===== config.mk =====
export PLATFORM = sky130hd
export DESIGN_NAME = c8core_ram
export DESIGN_NICKNAME = d
export VERILOG_FILES = /design/src/rtl/chip8_instruction_core_defines.svh /design/src/rtl/c8core_ram.sv
export SDC_FILE = /design/constraint.sdc
export NUM_CORES = 1
export LEC_CHECK = 0
export BUFFER_PORTS_ARGS = -buffer_cell sky130_fd_sc_hd__buf_2
export CORE_UTILIZATION = 30
export CTS_BUF_LIST = sky130_fd_sc_hd__clkbuf_16
export DETAILED_ROUTE_END_ITERATION = 8
export HOLD_SLACK_MARGIN = 0.05
export SLEW_MARGIN = 20
export SYNTH_ARGS = -nofsm -noshare
export SYNTH_HDL_FRONTEND = slang
export SYNTH_SLANG_ARGS = --single-unit

===== constraint.sdc =====
create_clock -name clk -period 1.73 [get_ports clk]
set_input_delay 0.0865 -clock clk [delete_from_list [all_inputs] [get_ports clk]]
set_output_delay 0.0865 -clock clk [all_outputs]
set_load 0.05 [all_outputs]

===== src/rtl/chip8_instruction_core_defines.svh =====
// ============================================================================
// chip8_instruction_core_defines.svh
// Assertion macros shared by the CHIP-8 core.
// ============================================================================
`ifndef CHIP8_INSTRUCTION_CORE_DEFINES_SVH
`define CHIP8_INSTRUCTION_CORE_DEFINES_SVH

// same-cycle implication
`define C8_ASSERT_IMPL(lbl, ante, cons) \
	lbl: assert property (@(posedge clk) disable iff (!arst_n) (ante) |-> (cons)) \
		else $error("c8core check failed");

// next-cycle implication
`define C8_ASSERT_NEXT(lbl, ante, cons) \
	lbl: assert property (@(posedge clk) disable iff (!arst_n) (ante) |=> (cons)) \
		else $error("c8core check failed");

`endif


===== src/rtl/c8core_ram.sv =====
// ============================================================================
// c8core_ram
// Generic single-write, single-read RAM with registered read data.
// ============================================================================
module c8core_ram #(
	parameter int WIDTH = 8,
	parameter int DEPTH = 16,
	localparam int AW = (DEPTH > 1) ? $clog2(DEPTH) : 1
) (
	input  logic             clk,
	input  logic             we,
	input  logic [AW-1:0]    waddr,
	input  logic [WIDTH-1:0] wdata,
	input  logic [AW-1:0]    raddr,
	output logic [WIDTH-1:0] rdata
);

	logic [WIDTH-1:0] mem_q [DEPTH];

	always_ff @(posedge clk) begin
		if (we) begin
			mem_q[waddr] <= wdata;
		end
		rdata <= mem_q[raddr];
	end

endmodule


Yosys cells after proc, flatten, opt, wreduce, memory -nomap -nowiden
Memories as Yosys holds them, arrays and structs flattened. A register that Yosys moved wholly into a read port is not among the register bits.
Index checks and enable logic that the tools add are counted.
- output and inout bits: 8
- input port bits: 18
- flip-flop bits (word level): 0
- memories kept: 1
- memory bits (writable): 128
- multiplexer cells: 2
- memories (name ; words ; width ; rd ports ; clocked after Yosys merged registers in ; wr ports ; line ; text):
    mem_q ; 16 ; 8 ; 1 ; 1 ; 1 ; c8core_ram.sv:18 ; logic [WIDTH-1:0] mem_q [DEPTH];
- operators by type and width (cell ; count):
    two-way mux 1 bit ; 2

Logic depth before layout (Yosys ltp)
- depth after elaboration: 2
- mapped depth: 5
- depth with buffers taken out: 3

Worst setup path after synthesis
Ideal clock, no wire load.
- path type: input -> register
- start point: input waddr[2]
- end point: memory mem_q[0][0] (enable)
- library setup time: 0.383 ns
- cell stages on the path: 2
- setup slack: 0.151 ns
- arrival: 1.196 ns
- required time: 1.347 ns
- cells stage by stage: or3b_2 -> nor3_1
- RTL lines (item ; line ; text):
    start: declaration ; c8core_ram.sv:12 ; input logic [AW-1:0] waddr,
    end: declaration ; c8core_ram.sv:18 ;
No word-level cell before the write port.

==> flow_results.org <==
** Global route
- Remaining global-route overflow :: 0
- Largest net degree at the start of global routing :: 33
- Global routing used 13.2% of the available tracks across all layers.
- The number of antenna violations at the first check in global routing was 0.
- The via count of the first global-routing pass was 2610.
- Global-route wire length before repair :: 16000 um

** Job
- Max cap viols :: 0

** Route
- In the routed design, unresolved DRC markers number 0.
- DRT iter0 DRCs :: 252
- The detail route stage leaves a number of antenna-violating nets equal to 0.
- In the final routed layout, each cell accounts on average for 20.2 um.
- After detailed routing, the total wire length is 10500 um.
- Vias/cell :: 4.61
- Number of vias in the routed layout :: 2401
- For this run, the detailed router's first-pass iteration total came to 4.

** Critical path
- Required @ worst endpoint :: 2.01 ns
- By startpoint and endpoint, the worst setup path is classified as reg -> reg.
- The critical path contains buffers and inverters numbering 0 combined.
- Worst path cell trace :: mux4_1 -> a22oi_1 -> nand2_1
- Data arrives at the worst endpoint at 1.68 ns.
- Number of cells on the worst reg-to-reg path :: 3
- Critical path launch point type :: flip-flop
- The endpoint identified for the worst register-to-register timing path is rdata[1].
- Biggest fanout along the worst timing path :: 1
- The startpoint identified for the worst register-to-register timing path is mem_q[1][1].
- In this design, the stage delay of the slowest critical-path cell is 0.50 ns.
- The worst setup path is captured at a flip-flop.
- The largest individual stage delay along the critical path comes from the cell sky130_fd_sc_hd__mux4_1.
- For flop-to-flop paths, the worst setup slack is 0.34 ns.
- Crit-path leading delay family :: multiplexers

** Synth
- Leading post-synthesis cells by cell area :: sky130_fd_sc_hd__edfxtp_1 (75%), sky130_fd_sc_hd__mux4_2 (7.9%), sky130_fd_sc_hd__mux4_1 (7.1%)
- The synthesized design devotes to its leading area cell type 74.7% of total area.
- Most common flop cell mapped by yosys :: sky130_fd_sc_hd__edfxtp_1
- The mapped netlist covers 5150 um2.
- Synthesis handed over a netlist of 229 instances.
- Synthesis Warnings :: 0
- Synth Area per Inst :: 22.5 um2
- Number of nets produced by synthesis :: 247
- Cell variety after synth :: 19
- Yosys mapped a number of flops with a built-in enable equal to 128.
- Post-synthesis sequential area ratio :: 77.8%
- The commonest cells after synthesis are sky130_fd_sc_hd__edfxtp_1 (128), sky130_fd_sc_hd__mux4_2 (18), sky130_fd_sc_hd__a22oi_1 (16).
- FFs w/ async S/R, synth :: 0%
- Post-synthesis sequential element count :: 136
- Most frequent cell after synthesis :: sky130_fd_sc_hd__edfxtp_1
- Cell type with the highest aggregate area in the netlist :: sky130_fd_sc_hd__edfxtp_1

** Worst hold path
- Worst hold path type :: in -> reg
- In this run the most critical hold path is launched from wdata[0].
- Worst Hold End :: mem_q[14][0]
- Along the worst hold path, the cell count comes to 1.

** Power
- VDD sags by at most 0.699 mV.
- The clock network is responsible for 45.4% of the overall power.
- Combinational share of power :: 5.7%
- The design draws 7.58 mW.
- Ratio of total power to cell area :: 1210 nW/um2
- Internal portion of total power :: 6.06 mW
- Net switching is 20.1% of the power.
- Register share of total power :: 48.9%
- Static Leakage :: 2.13 nW
- Net switching power of the design :: 1.52 mW

** Timing
- Adding up every negative setup slack in the final design gives 0 ns.
- Achievable Freq :: 717 MHz
- Unrepaired setup endpoints after global routing :: no
- Number of max-slew violations in the final report :: 0
- Counting I/O delays and the setup requirement, the final critical path takes 1.39 ns.
- Measured against its own limit, the worst slew margin works out to 68.6%.
- Dividing the final minimum period by the clock period gives 80.6%.
- The clock arrives with 0.0118 ns of skew.
- In the post-route analysis, the smallest setup slack over all paths is 0.336 ns.
- Setup violations remaining at the end of the flow were counted as 0.
- Worst slew pin tran :: 0.471 ns
- Number of hold-slack violations in the final timing report :: 0

** Clock network
- TritonCTS built the clock tree.
- The later pin in the worst-skew pair is clocked with a latency of 0.41 ns.
- Clock tree synthesis found a total of 136 sinks.
- Maximum level of the CTS H-tree :: 4
- Inserted Clock Buffers :: 17
- Number of buffers on the longest clock path :: 2
- Clock tree synthesis selected as its root buffer the cell sky130_fd_sc_hd__clkbuf_16.
- Clock transition at the register clock pins on the worst setup and hold paths after CTS :: 0.05 ns
- After clock tree synthesis, the setup repair step added 0 buffers.
- Once the clock tree was built, the resizer swapped 0 gates to a different size.

** Placement
- Count of input and output buffers :: 25
- Routability congestion estimate from global placement :: 0.704
- Prior to clock tree synthesis, the placed netlist has a worst setup slack of 0.232 ns.
- Detailed placer's ending HPWL :: 6700 um

** Cells and area
- Cells with a size suffix above 1 make up 30.9% of the layout.
- Area overhead of the layout relative to synthesis :: 21.7%
- Antenna diode instance count :: 0
- Counting the fill cells in the layout gives 1512.
- Final net count :: 306
- At the end of the flow the core is filled with cells to 37.6%.

** Floorplanning
- Measured along the y axis, the die boundary spans 133 um.
- After floorplanning, the core was divided into 47 placement rows.
- Floorplan Core Area :: 16600 um2
- For this design the top-level I/O count stands at 26.
- For this configuration, the core starts out at a cell density of 30.9%.
- Full die area :: 17700 um2
- Die outline width :: 133 um

** Outcome
- The run finished with clean final reports.
==> placed cells by master, fill, tap and decap left out <==
cell	synthesis	routed
sky130_fd_sc_hd__or3b_2	1	1
sky130_fd_sc_hd__a22oi_1	16	16
sky130_fd_sc_hd__and2b_1	1	1
sky130_fd_sc_hd__nand3b_1	2	2
sky130_fd_sc_hd__edfxtp_1	128	128
sky130_fd_sc_hd__dfxtp_1	8	8
sky130_fd_sc_hd__nor2_1	13	13
sky130_fd_sc_hd__clkbuf_16	0	17
sky130_fd_sc_hd__and2_1	1	1
sky130_fd_sc_hd__nand2_1	9	9
sky130_fd_sc_hd__buf_2	3	25
sky130_fd_sc_hd__mux4_2	18	18
sky130_fd_sc_hd__inv_1	0	2
sky130_fd_sc_hd__buf_4	1	19
sky130_fd_sc_hd__nor2b_1	1	1
sky130_fd_sc_hd__buf_12	0	3
sky130_fd_sc_hd__nand3_1	1	1
sky130_fd_sc_hd__dlygate4sd3_1	0	3
sky130_fd_sc_hd__clkinv_1	0	3
sky130_fd_sc_hd__nand2b_1	2	2
sky130_fd_sc_hd__mux4_1	14	14
sky130_fd_sc_hd__bufinv_16	0	3
sky130_fd_sc_hd__nor3_1	4	4
sky130_fd_sc_hd__clkinv_2	0	7
==> worst reg2reg max path: stages (launching register included) <==
cell and delay, ns:
sky130_fd_sc_hd__edfxtp_1 0.34, sky130_fd_sc_hd__mux4_1 0.50, sky130_fd_sc_hd__a22oi_1 0.34, sky130_fd_sc_hd__nand2_1 0.09
==> kinds of logic (layout without fill, tap and decap cells) <==
family	count (synthesis)	in the layout	share of synthesized area [%]
compound gates	16	16	2.33
buf+inv	10	82	1.68
flops	136	136	77.8
mux	32	32	15.0
simple gates	35	35	3.18
==> flip-flops by register name (all words and copies together) (netlist names) <==
register,count
mem_q,128
rdata,8
==> routing by layer <==
layer	track usage, %	vias up	routed length [um]
li1	-	1097	-
met1	17.8	1232	4640
met2	19.4	68	5080
met3	4.60	4	732
met4	5.17	0	68
met5	0	-	0
==> power groups by stage <==
stage                     Sequential (mW)  Clock, mW  Combinational (mW)
after floorplan                      3.85          0               0.187
after CTS                            3.71       3.51               0.440
after global placement               3.77          0               0.422
after detailed placement             3.78          0               0.434
after global routing                 3.71       3.66               0.465
final                                3.71       3.45               0.431
==> what timing repair did <==
action | 4_1_cts | 5_1_grt
hold buffers | 3 | 0
hold endpoints to repair | 28 | 0
endpoints found under the setup margin | 0 | 0
==> worst max path at each step <==
stage                     start     endpoint  slack [ns]  depth (start not counted)
floorplan              waddr[2]  mem_q[0][0]        0.15                          2
global placement       raddr[0]     rdata[1]        0.23                          5
detailed placement     raddr[0]     rdata[1]        0.23                          5
CTS                 mem_q[1][1]     rdata[1]        0.35                          3
global route        mem_q[1][1]     rdata[1]        0.30                          3
finish              mem_q[1][1]     rdata[1]        0.34                          3
==> stage by stage <==
stage	std cells	hold WS [ns]	cell area, um2
after global routing	521	0.0585	6260
after global placement	486	0.475	5660
final	521	0.0659	6260
after detailed placement	486	0.485	5660
after CTS	521	0.0539	6260
after floorplan	229	0.185	5150
==> final cells by class <==
cell class              instances  area [um2]  area share (%)
clock buffers                  17         425            6.79
well taps                     220         275            4.39
flip-flops and latches        136        4000            63.9
multi-input cells              83        1060            16.9
clock inverters                15         144            2.30
repair buffers                 50         358            5.71
(Power assumes the default switching activity.)
