==> src/rtl/chip8_instruction_core_defines.svh <==
// ============================================================================
// chip8_instruction_core_defines.svh
// Assertion macros shared by the CHIP-8 core.
// ============================================================================
`ifndef CHIP8_INSTRUCTION_CORE_DEFINES_SVH
`define CHIP8_INSTRUCTION_CORE_DEFINES_SVH

// same-cycle implication
`define C8_ASSERT_IMPL(lbl, ante, cons) \
	lbl: assert property (@(posedge clk) disable iff (!arst_n) (ante) |-> (cons)) \
		else $error("c8core check failed");

// next-cycle implication
`define C8_ASSERT_NEXT(lbl, ante, cons) \
	lbl: assert property (@(posedge clk) disable iff (!arst_n) (ante) |=> (cons)) \
		else $error("c8core check failed");

`endif

==> src/rtl/c8core_pkg.sv <==
// ============================================================================
// c8core_pkg
// Types, opcode codes and the font table of the CHIP-8 core.
// ============================================================================
package c8core_pkg;

	localparam int DEF_MEM_BYTES     = 4096;
	localparam int DEF_STACK_DEPTH   = 16;
	localparam int DEF_SCREEN_WIDTH  = 64;
	localparam int DEF_SCREEN_HEIGHT = 32;

	localparam int ALU_W      = 13;
	localparam int NUM_REGS   = 16;
	localparam int FONT_BYTES = 80;
	localparam int PADDR_W    = 3;

	localparam logic [11:0] PC_RESET     = 12'h200;
	localparam logic        REG_ORIGINAL = 1'b0;

	typedef enum logic [1:0] {
		KIND_EXEC = 2'd0,
		KIND_TICK = 2'd1,
		KIND_LOAD = 2'd2,
		KIND_ROW  = 2'd3
	} kind_t;

	localparam logic [3:0] GRP_SYS  = 4'h0;
	localparam logic [3:0] GRP_JP   = 4'h1;
	localparam logic [3:0] GRP_CALL = 4'h2;
	localparam logic [3:0] GRP_SEI  = 4'h3;
	localparam logic [3:0] GRP_SNEI = 4'h4;
	localparam logic [3:0] GRP_SER  = 4'h5;
	localparam logic [3:0] GRP_LDI  = 4'h6;
	localparam logic [3:0] GRP_ADDI = 4'h7;
	localparam logic [3:0] GRP_ARI  = 4'h8;
	localparam logic [3:0] GRP_SNER = 4'h9;
	localparam logic [3:0] GRP_LDIX = 4'hA;
	localparam logic [3:0] GRP_JPO  = 4'hB;
	localparam logic [3:0] GRP_RND  = 4'hC;
	localparam logic [3:0] GRP_DRW  = 4'hD;
	localparam logic [3:0] GRP_KEY  = 4'hE;
	localparam logic [3:0] GRP_MISC = 4'hF;

	localparam logic [3:0] AR_MOV  = 4'h0;
	localparam logic [3:0] AR_OR   = 4'h1;
	localparam logic [3:0] AR_AND  = 4'h2;
	localparam logic [3:0] AR_XOR  = 4'h3;
	localparam logic [3:0] AR_ADD  = 4'h4;
	localparam logic [3:0] AR_SUB  = 4'h5;
	localparam logic [3:0] AR_SHR  = 4'h6;
	localparam logic [3:0] AR_SUBN = 4'h7;
	localparam logic [3:0] AR_SHL  = 4'hE;

	localparam logic [7:0] NN_CLS  = 8'hE0;
	localparam logic [7:0] NN_RET  = 8'hEE;
	localparam logic [7:0] NN_SKP  = 8'h9E;
	localparam logic [7:0] NN_SKNP = 8'hA1;
	localparam logic [7:0] NN_LDDT = 8'h07;
	localparam logic [7:0] NN_WKEY = 8'h0A;
	localparam logic [7:0] NN_SDT  = 8'h15;
	localparam logic [7:0] NN_SST  = 8'h18;
	localparam logic [7:0] NN_ADDX = 8'h1E;
	localparam logic [7:0] NN_FONT = 8'h29;
	localparam logic [7:0] NN_BCD  = 8'h33;
	localparam logic [7:0] NN_STR  = 8'h55;
	localparam logic [7:0] NN_LDR  = 8'h65;

	typedef enum logic [2:0] {
		ALU_ADD = 3'd0,
		ALU_SUB = 3'd1,
		ALU_AND = 3'd2,
		ALU_OR  = 3'd3,
		ALU_XOR = 3'd4
	} alu_op_t;

	typedef struct packed {
		logic [ALU_W-1:0] y;
		logic             nb;
	} alu_res_t;

	localparam logic [7:0] FONT [FONT_BYTES] = '{
		8'hF0, 8'h90, 8'h90, 8'h90, 8'hF0, 8'h20, 8'h60, 8'h20, 8'h20, 8'h70,
		8'hF0, 8'h10, 8'hF0, 8'h80, 8'hF0, 8'hF0, 8'h10, 8'hF0, 8'h10, 8'hF0,
		8'h90, 8'h90, 8'hF0, 8'h10, 8'h10, 8'hF0, 8'h80, 8'hF0, 8'h10, 8'hF0,
		8'hF0, 8'h80, 8'hF0, 8'h90, 8'hF0, 8'hF0, 8'h10, 8'h20, 8'h40, 8'h40,
		8'hF0, 8'h90, 8'hF0, 8'h90, 8'hF0, 8'hF0, 8'h90, 8'hF0, 8'h10, 8'hF0,
		8'hF0, 8'h90, 8'hF0, 8'h90, 8'h90, 8'hE0, 8'h90, 8'hE0, 8'h90, 8'hE0,
		8'hF0, 8'h80, 8'h80, 8'h80, 8'hF0, 8'hE0, 8'h90, 8'h90, 8'h90, 8'hE0,
		8'hF0, 8'h80, 8'hF0, 8'h80, 8'hF0, 8'hF0, 8'h80, 8'hF0, 8'h80, 8'h80
	};

endpackage

==> src/rtl/c8core_alu.sv <==
// ============================================================================
// c8core_alu
// Shared add, subtract/compare and logic unit of the core.
// ============================================================================
module c8core_alu import c8core_pkg::*; (
	input  alu_op_t          op,
	input  logic [ALU_W-1:0] a,
	input  logic [ALU_W-1:0] b,
	output alu_res_t         res
);

	logic [ALU_W:0] diff;

	always_comb begin
		diff   = {1'b0, a} - {1'b0, b};
		res.nb = ~diff[ALU_W];
		case (op)
			ALU_ADD: res.y = a + b;
			ALU_SUB: res.y = diff[ALU_W-1:0];
			ALU_AND: res.y = a & b;
			ALU_OR:  res.y = a | b;
			ALU_XOR: res.y = a ^ b;
			default: res.y = a + b;
		endcase
	end

endmodule

==> config.mk <==
export PLATFORM = sky130hd
export DESIGN_NAME = c8core_alu
export DESIGN_NICKNAME = d
export VERILOG_FILES = /design/src/rtl/chip8_instruction_core_defines.svh /design/src/rtl/c8core_pkg.sv /design/src/rtl/c8core_alu.sv
export SDC_FILE = /design/constraint.sdc
export NUM_CORES = 1
export LEC_CHECK = 0
export BUFFER_PORTS_ARGS = -buffer_cell sky130_fd_sc_hd__clkbuf_2
export CAP_MARGIN = 10
export CORE_MARGIN = 10
export CORE_UTILIZATION = 59
export DETAILED_ROUTE_END_ITERATION = 8
export PLACE_DENSITY_LB_ADDON = 0.15
export SLEW_MARGIN = 20
export SYNTH_ARGS = -nofsm -noshare
export SYNTH_HDL_FRONTEND = slang
export SYNTH_SLANG_ARGS = --single-unit
==> constraint.sdc <==
create_clock -name vclk -period 2.4
set_input_delay 0.12 -clock vclk [all_inputs]
set_output_delay 0.12 -clock vclk [all_outputs]
set_load 0.005 [all_outputs]
-- Word level (Yosys, flattened, before mapping)
Index checks and enable logic that the tools add are counted.
- $add $sub $neg: 2
- eq/ne operators: 4
- bitwise operators: 4
- mux-type cells: 1
- operator list (cell ; count):
    $pmux W13 S4 ; 1
    $sub A13 B13 Y14 ; 1
    $add A13 B13 Y13 ; 1
    $and A13 B13 Y13 ; 1
    $or A13 B13 Y13 ; 1
    $xor A13 B13 Y13 ; 1
    $eq A3 B2 Y1 const B ; 2
    $eq A3 B1 Y1 const B ; 1
    $eq A3 B3 Y1 const B ; 1
    $not A1 Y1 ; 1
- register bits after elaboration: 0
- output and inout port bits: 14
- logic and storage cells: 11
- input bits: 29

-- Depth between registers and ports, before layout
- word-level depth: 2
- gate-level depth with buffers: 10
- depth with buffers taken out: 10

-- Worst setup path after synthesis
Ideal clock, no wire load.
- path kind: input -> output
- from: in a[0]
- to: out res[13] (netlist name)
- buffers on the path: 0
- required time: 2.280 ns
- stages on the path: 10
- data arrival time: 1.898 ns
- path slack: 0.382 ns
- cell sequence: inv_1 ha_1 inv_1 fa_1 nor2b_1 o211ai_1 a32oi_1 a221oi_1 mux2i_1 o2111ai_1
- RTL lines (element ; line ; text):
    start, declared ; c8core_alu.sv:7 ; input logic [ALU_W-1:0] a,
    end, declared ; c8core_alu.sv:9 ; output alu_res_t res

==> results.yml <==
finish:
  finish.instance_area_um2: 2360
  final-seq-area_um2: 0
  nFlopsAndLatches: 0
  drive_gt1_frac: 0.220
  synthToLayoutAreaGrowth_pct: 16.3
  n_clock_buffer: 0
  utilization: 0.708
  antenna_cells: 0
  nets: 408
clock_network:
  cts_hold_buf: 0
synth:
  synth_area_per_cell_um2: 6.84
  syn-num-nets: 367
  synth_common_cells: "45 x inv_1, 39 x ha_1, 24 x a21oi_1"
  yosysMostFrequentCell: "inv_1"
  synthCells: 297
  yosys-top-cells-area: "ha_1 24%, inv_1 8.3%, a21oi_1 5.9%"
  ys.warnings.count: 0
  synth_top_cell_by_area: "ha_1"
  yosysTopAreaCellShare: 0.240
  yosys.cell_types.count: 63
  synth_area_um2: 2030
  seq_area_frac_synth: 0
worst_setup_path:
  critical_path_class: "input port to output port"
  path_buf_inv: 4
  critPathLaunchType: "input port"
  worstPathCellList: "clkbuf_2 > inv_2 > ha_4 > inv_2 > fa_2 > nor2b_4 > o211ai_1 > a32oi_2 > a221oi_2 > mux2i_1 > o2111ai_1 > buf_2"
  slowest_delay_ns: 0.36
  critPathRequiredTime_ns: 2.28
  crit_family: "compound AO/OA/AOI/OAI gates"
  crit_top_cell: "inv_2"
  cp_max_fo: 4
  worstSetupEndpointType: "output port"
  crit_slowest_cell: "fa_2"
  crit_arrival_ns: 2.18
detailed_routing:
  avgRoutedWirePerCell_um: 15.5
  firstDrtPassIters: 5
  num_vias: 2442
  wl_um: 5930
  drc: 0
  routed_via_density: 6.39
  ant_nets: 0
  drtIter0Drc: 350
die:
  initial_utilization: 0.609
  dieArea_um2: 6190
  num_rows: 21
  io_pins: 43
  fp.coreArea_um2: 3340
  die_y_um: 78.7
  die_x_um: 78.7
global_routing:
  grt_max_degree: 17
  antenna_found_initial: 0
  track_usage: 0.177
  grt_pass1_wl_um: 9860
  overflow: 0
  grt_pass1_vias: 2175
power:
  powerDensity_nw_per_um2: 242
  p_leak_nw: 1.21
  ir_worst_vdd_mv: 0.127
  total_power_uw: 571
sta:
  slew_viol_final: 0
  min_period_over_period: 0.960
  rsz0062_at_grt: "true"
  setup_viol: 0
  tightest_slew_ns: 0.811
  fmax_mhz: 434
  hold_violations: 0
  relSlewSlack: 0.456
  fin_ws_ns: 0.0964
  fin_crit_ns: 2.30
min_path:
  hold_class: "input port to output port"
status:
  status: "finished, final reports clean"
place:
  portBuffers: 43
  gp_congestion: 0.949
  place_area_um2: 2310
  dp_worst_setup_slack_ns: -0.0142
  dpl.hpwl_um: 4590
flow_run:
  maxCapViolCount: 0
through the flow:
stage                     std cells  hold slack [ns]  TNS (ns)
final                           382            0.705         0
after global routing            382            0.753   -0.0285
after CTS                       381            0.708         0
after detailed placement        381            0.706   -0.0142
after global placement          381            0.690   -0.0229
after floorplan                 297            0.458         0
cell usage in the layout (no fill, tap or decap), drive strengths merged, types with 2 or more instances in the layout:
master / synthesis / routed
a22oi: 7 / 7
o21bai: 2 / 2
a211oi: 2 / 2
mux2i: 3 / 3
a21oi: 24 / 24
o221ai: 8 / 8
nor2b: 5 / 5
a221o: 4 / 4
nor3b: 3 / 3
o21ai: 19 / 19
fa: 2 / 2
o22ai: 6 / 6
o211ai: 7 / 7
a221oi: 2 / 2
or3: 2 / 2
o2111ai: 3 / 3
buf: 9 / 15
and2: 2 / 2
a21o: 7 / 7
nor2: 16 / 16
a211o: 2 / 2
nand2: 18 / 18
nand2b: 2 / 2
nand3b: 3 / 3
nand3: 5 / 5
o31ai: 3 / 3
a31oi: 4 / 4
clkbuf: 9 / 42
a32oi: 2 / 2
xnor2: 4 / 4
ha: 39 / 39
inv: 45 / 45
nor3: 6 / 6
where the power goes:
part / switching, mW / internal [mW]
logic: 0.325 / 0.246
clock network: 0 / 0
registers: 0 / 0
path summary, 6_finish.rpt:
check | startpoint | endpoint | slack (ns) | cells after the start
setup / recovery | a[0] | res[13] | 0.1 | 12
hold / removal | a[12] | res[0] | 0.70 | 5
metal layers:
| metal | part of all wire | track usage | up-vias | routed length (um) |
|---|---|---|---|---|
| li1 | - | - | 1164 | - |
| met1 | 0.43 | 0.247 | 1112 | 2530 |
| met2 | 0.45 | 0.290 | 147 | 2700 |
| met3 | 0.10 | 0.0148 | 19 | 599 |
| met4 | 0.018 | 0.0287 | 0 | 107 |
| met5 | 0 | 0 | - | 0 |
worst min-delay path: cells and delay by family:
kind | cells | cell delay (ns)
fa+ha+maj | 1 | 0.15
buf+inv | 2 | 0.22
compound gates | 2 | 0.10
repair_timing:
item                                    4_1_cts  5_1_grt
pin swaps                                     0        5
setup buffers                                 0        1
endpoints found under the setup margin        1        4
endpoints found under the hold margin         0        0
cloned                                        0        0
gates resized for setup                       1       12
cell type report:
type / instances / area (um^2)
Tap cell: 46 / 57.6
Timing Repair Buffer: 57 / 320
Multi-Input combinational cell: 234 / 1820
Inverter: 45 / 169
Fill cell: 353 / 975
logic make-up after synthesis:
kind of cell               synth area share
AOI/OAI and AO/OA                     0.402
xor gates and xnor gates             0.0216
adders and majority gates             0.260
buffers and inverters                 0.129
muxes                                0.0203
and+or+nand+nor                       0.166
No activity file was read; power rests on OpenSTA's default activity.
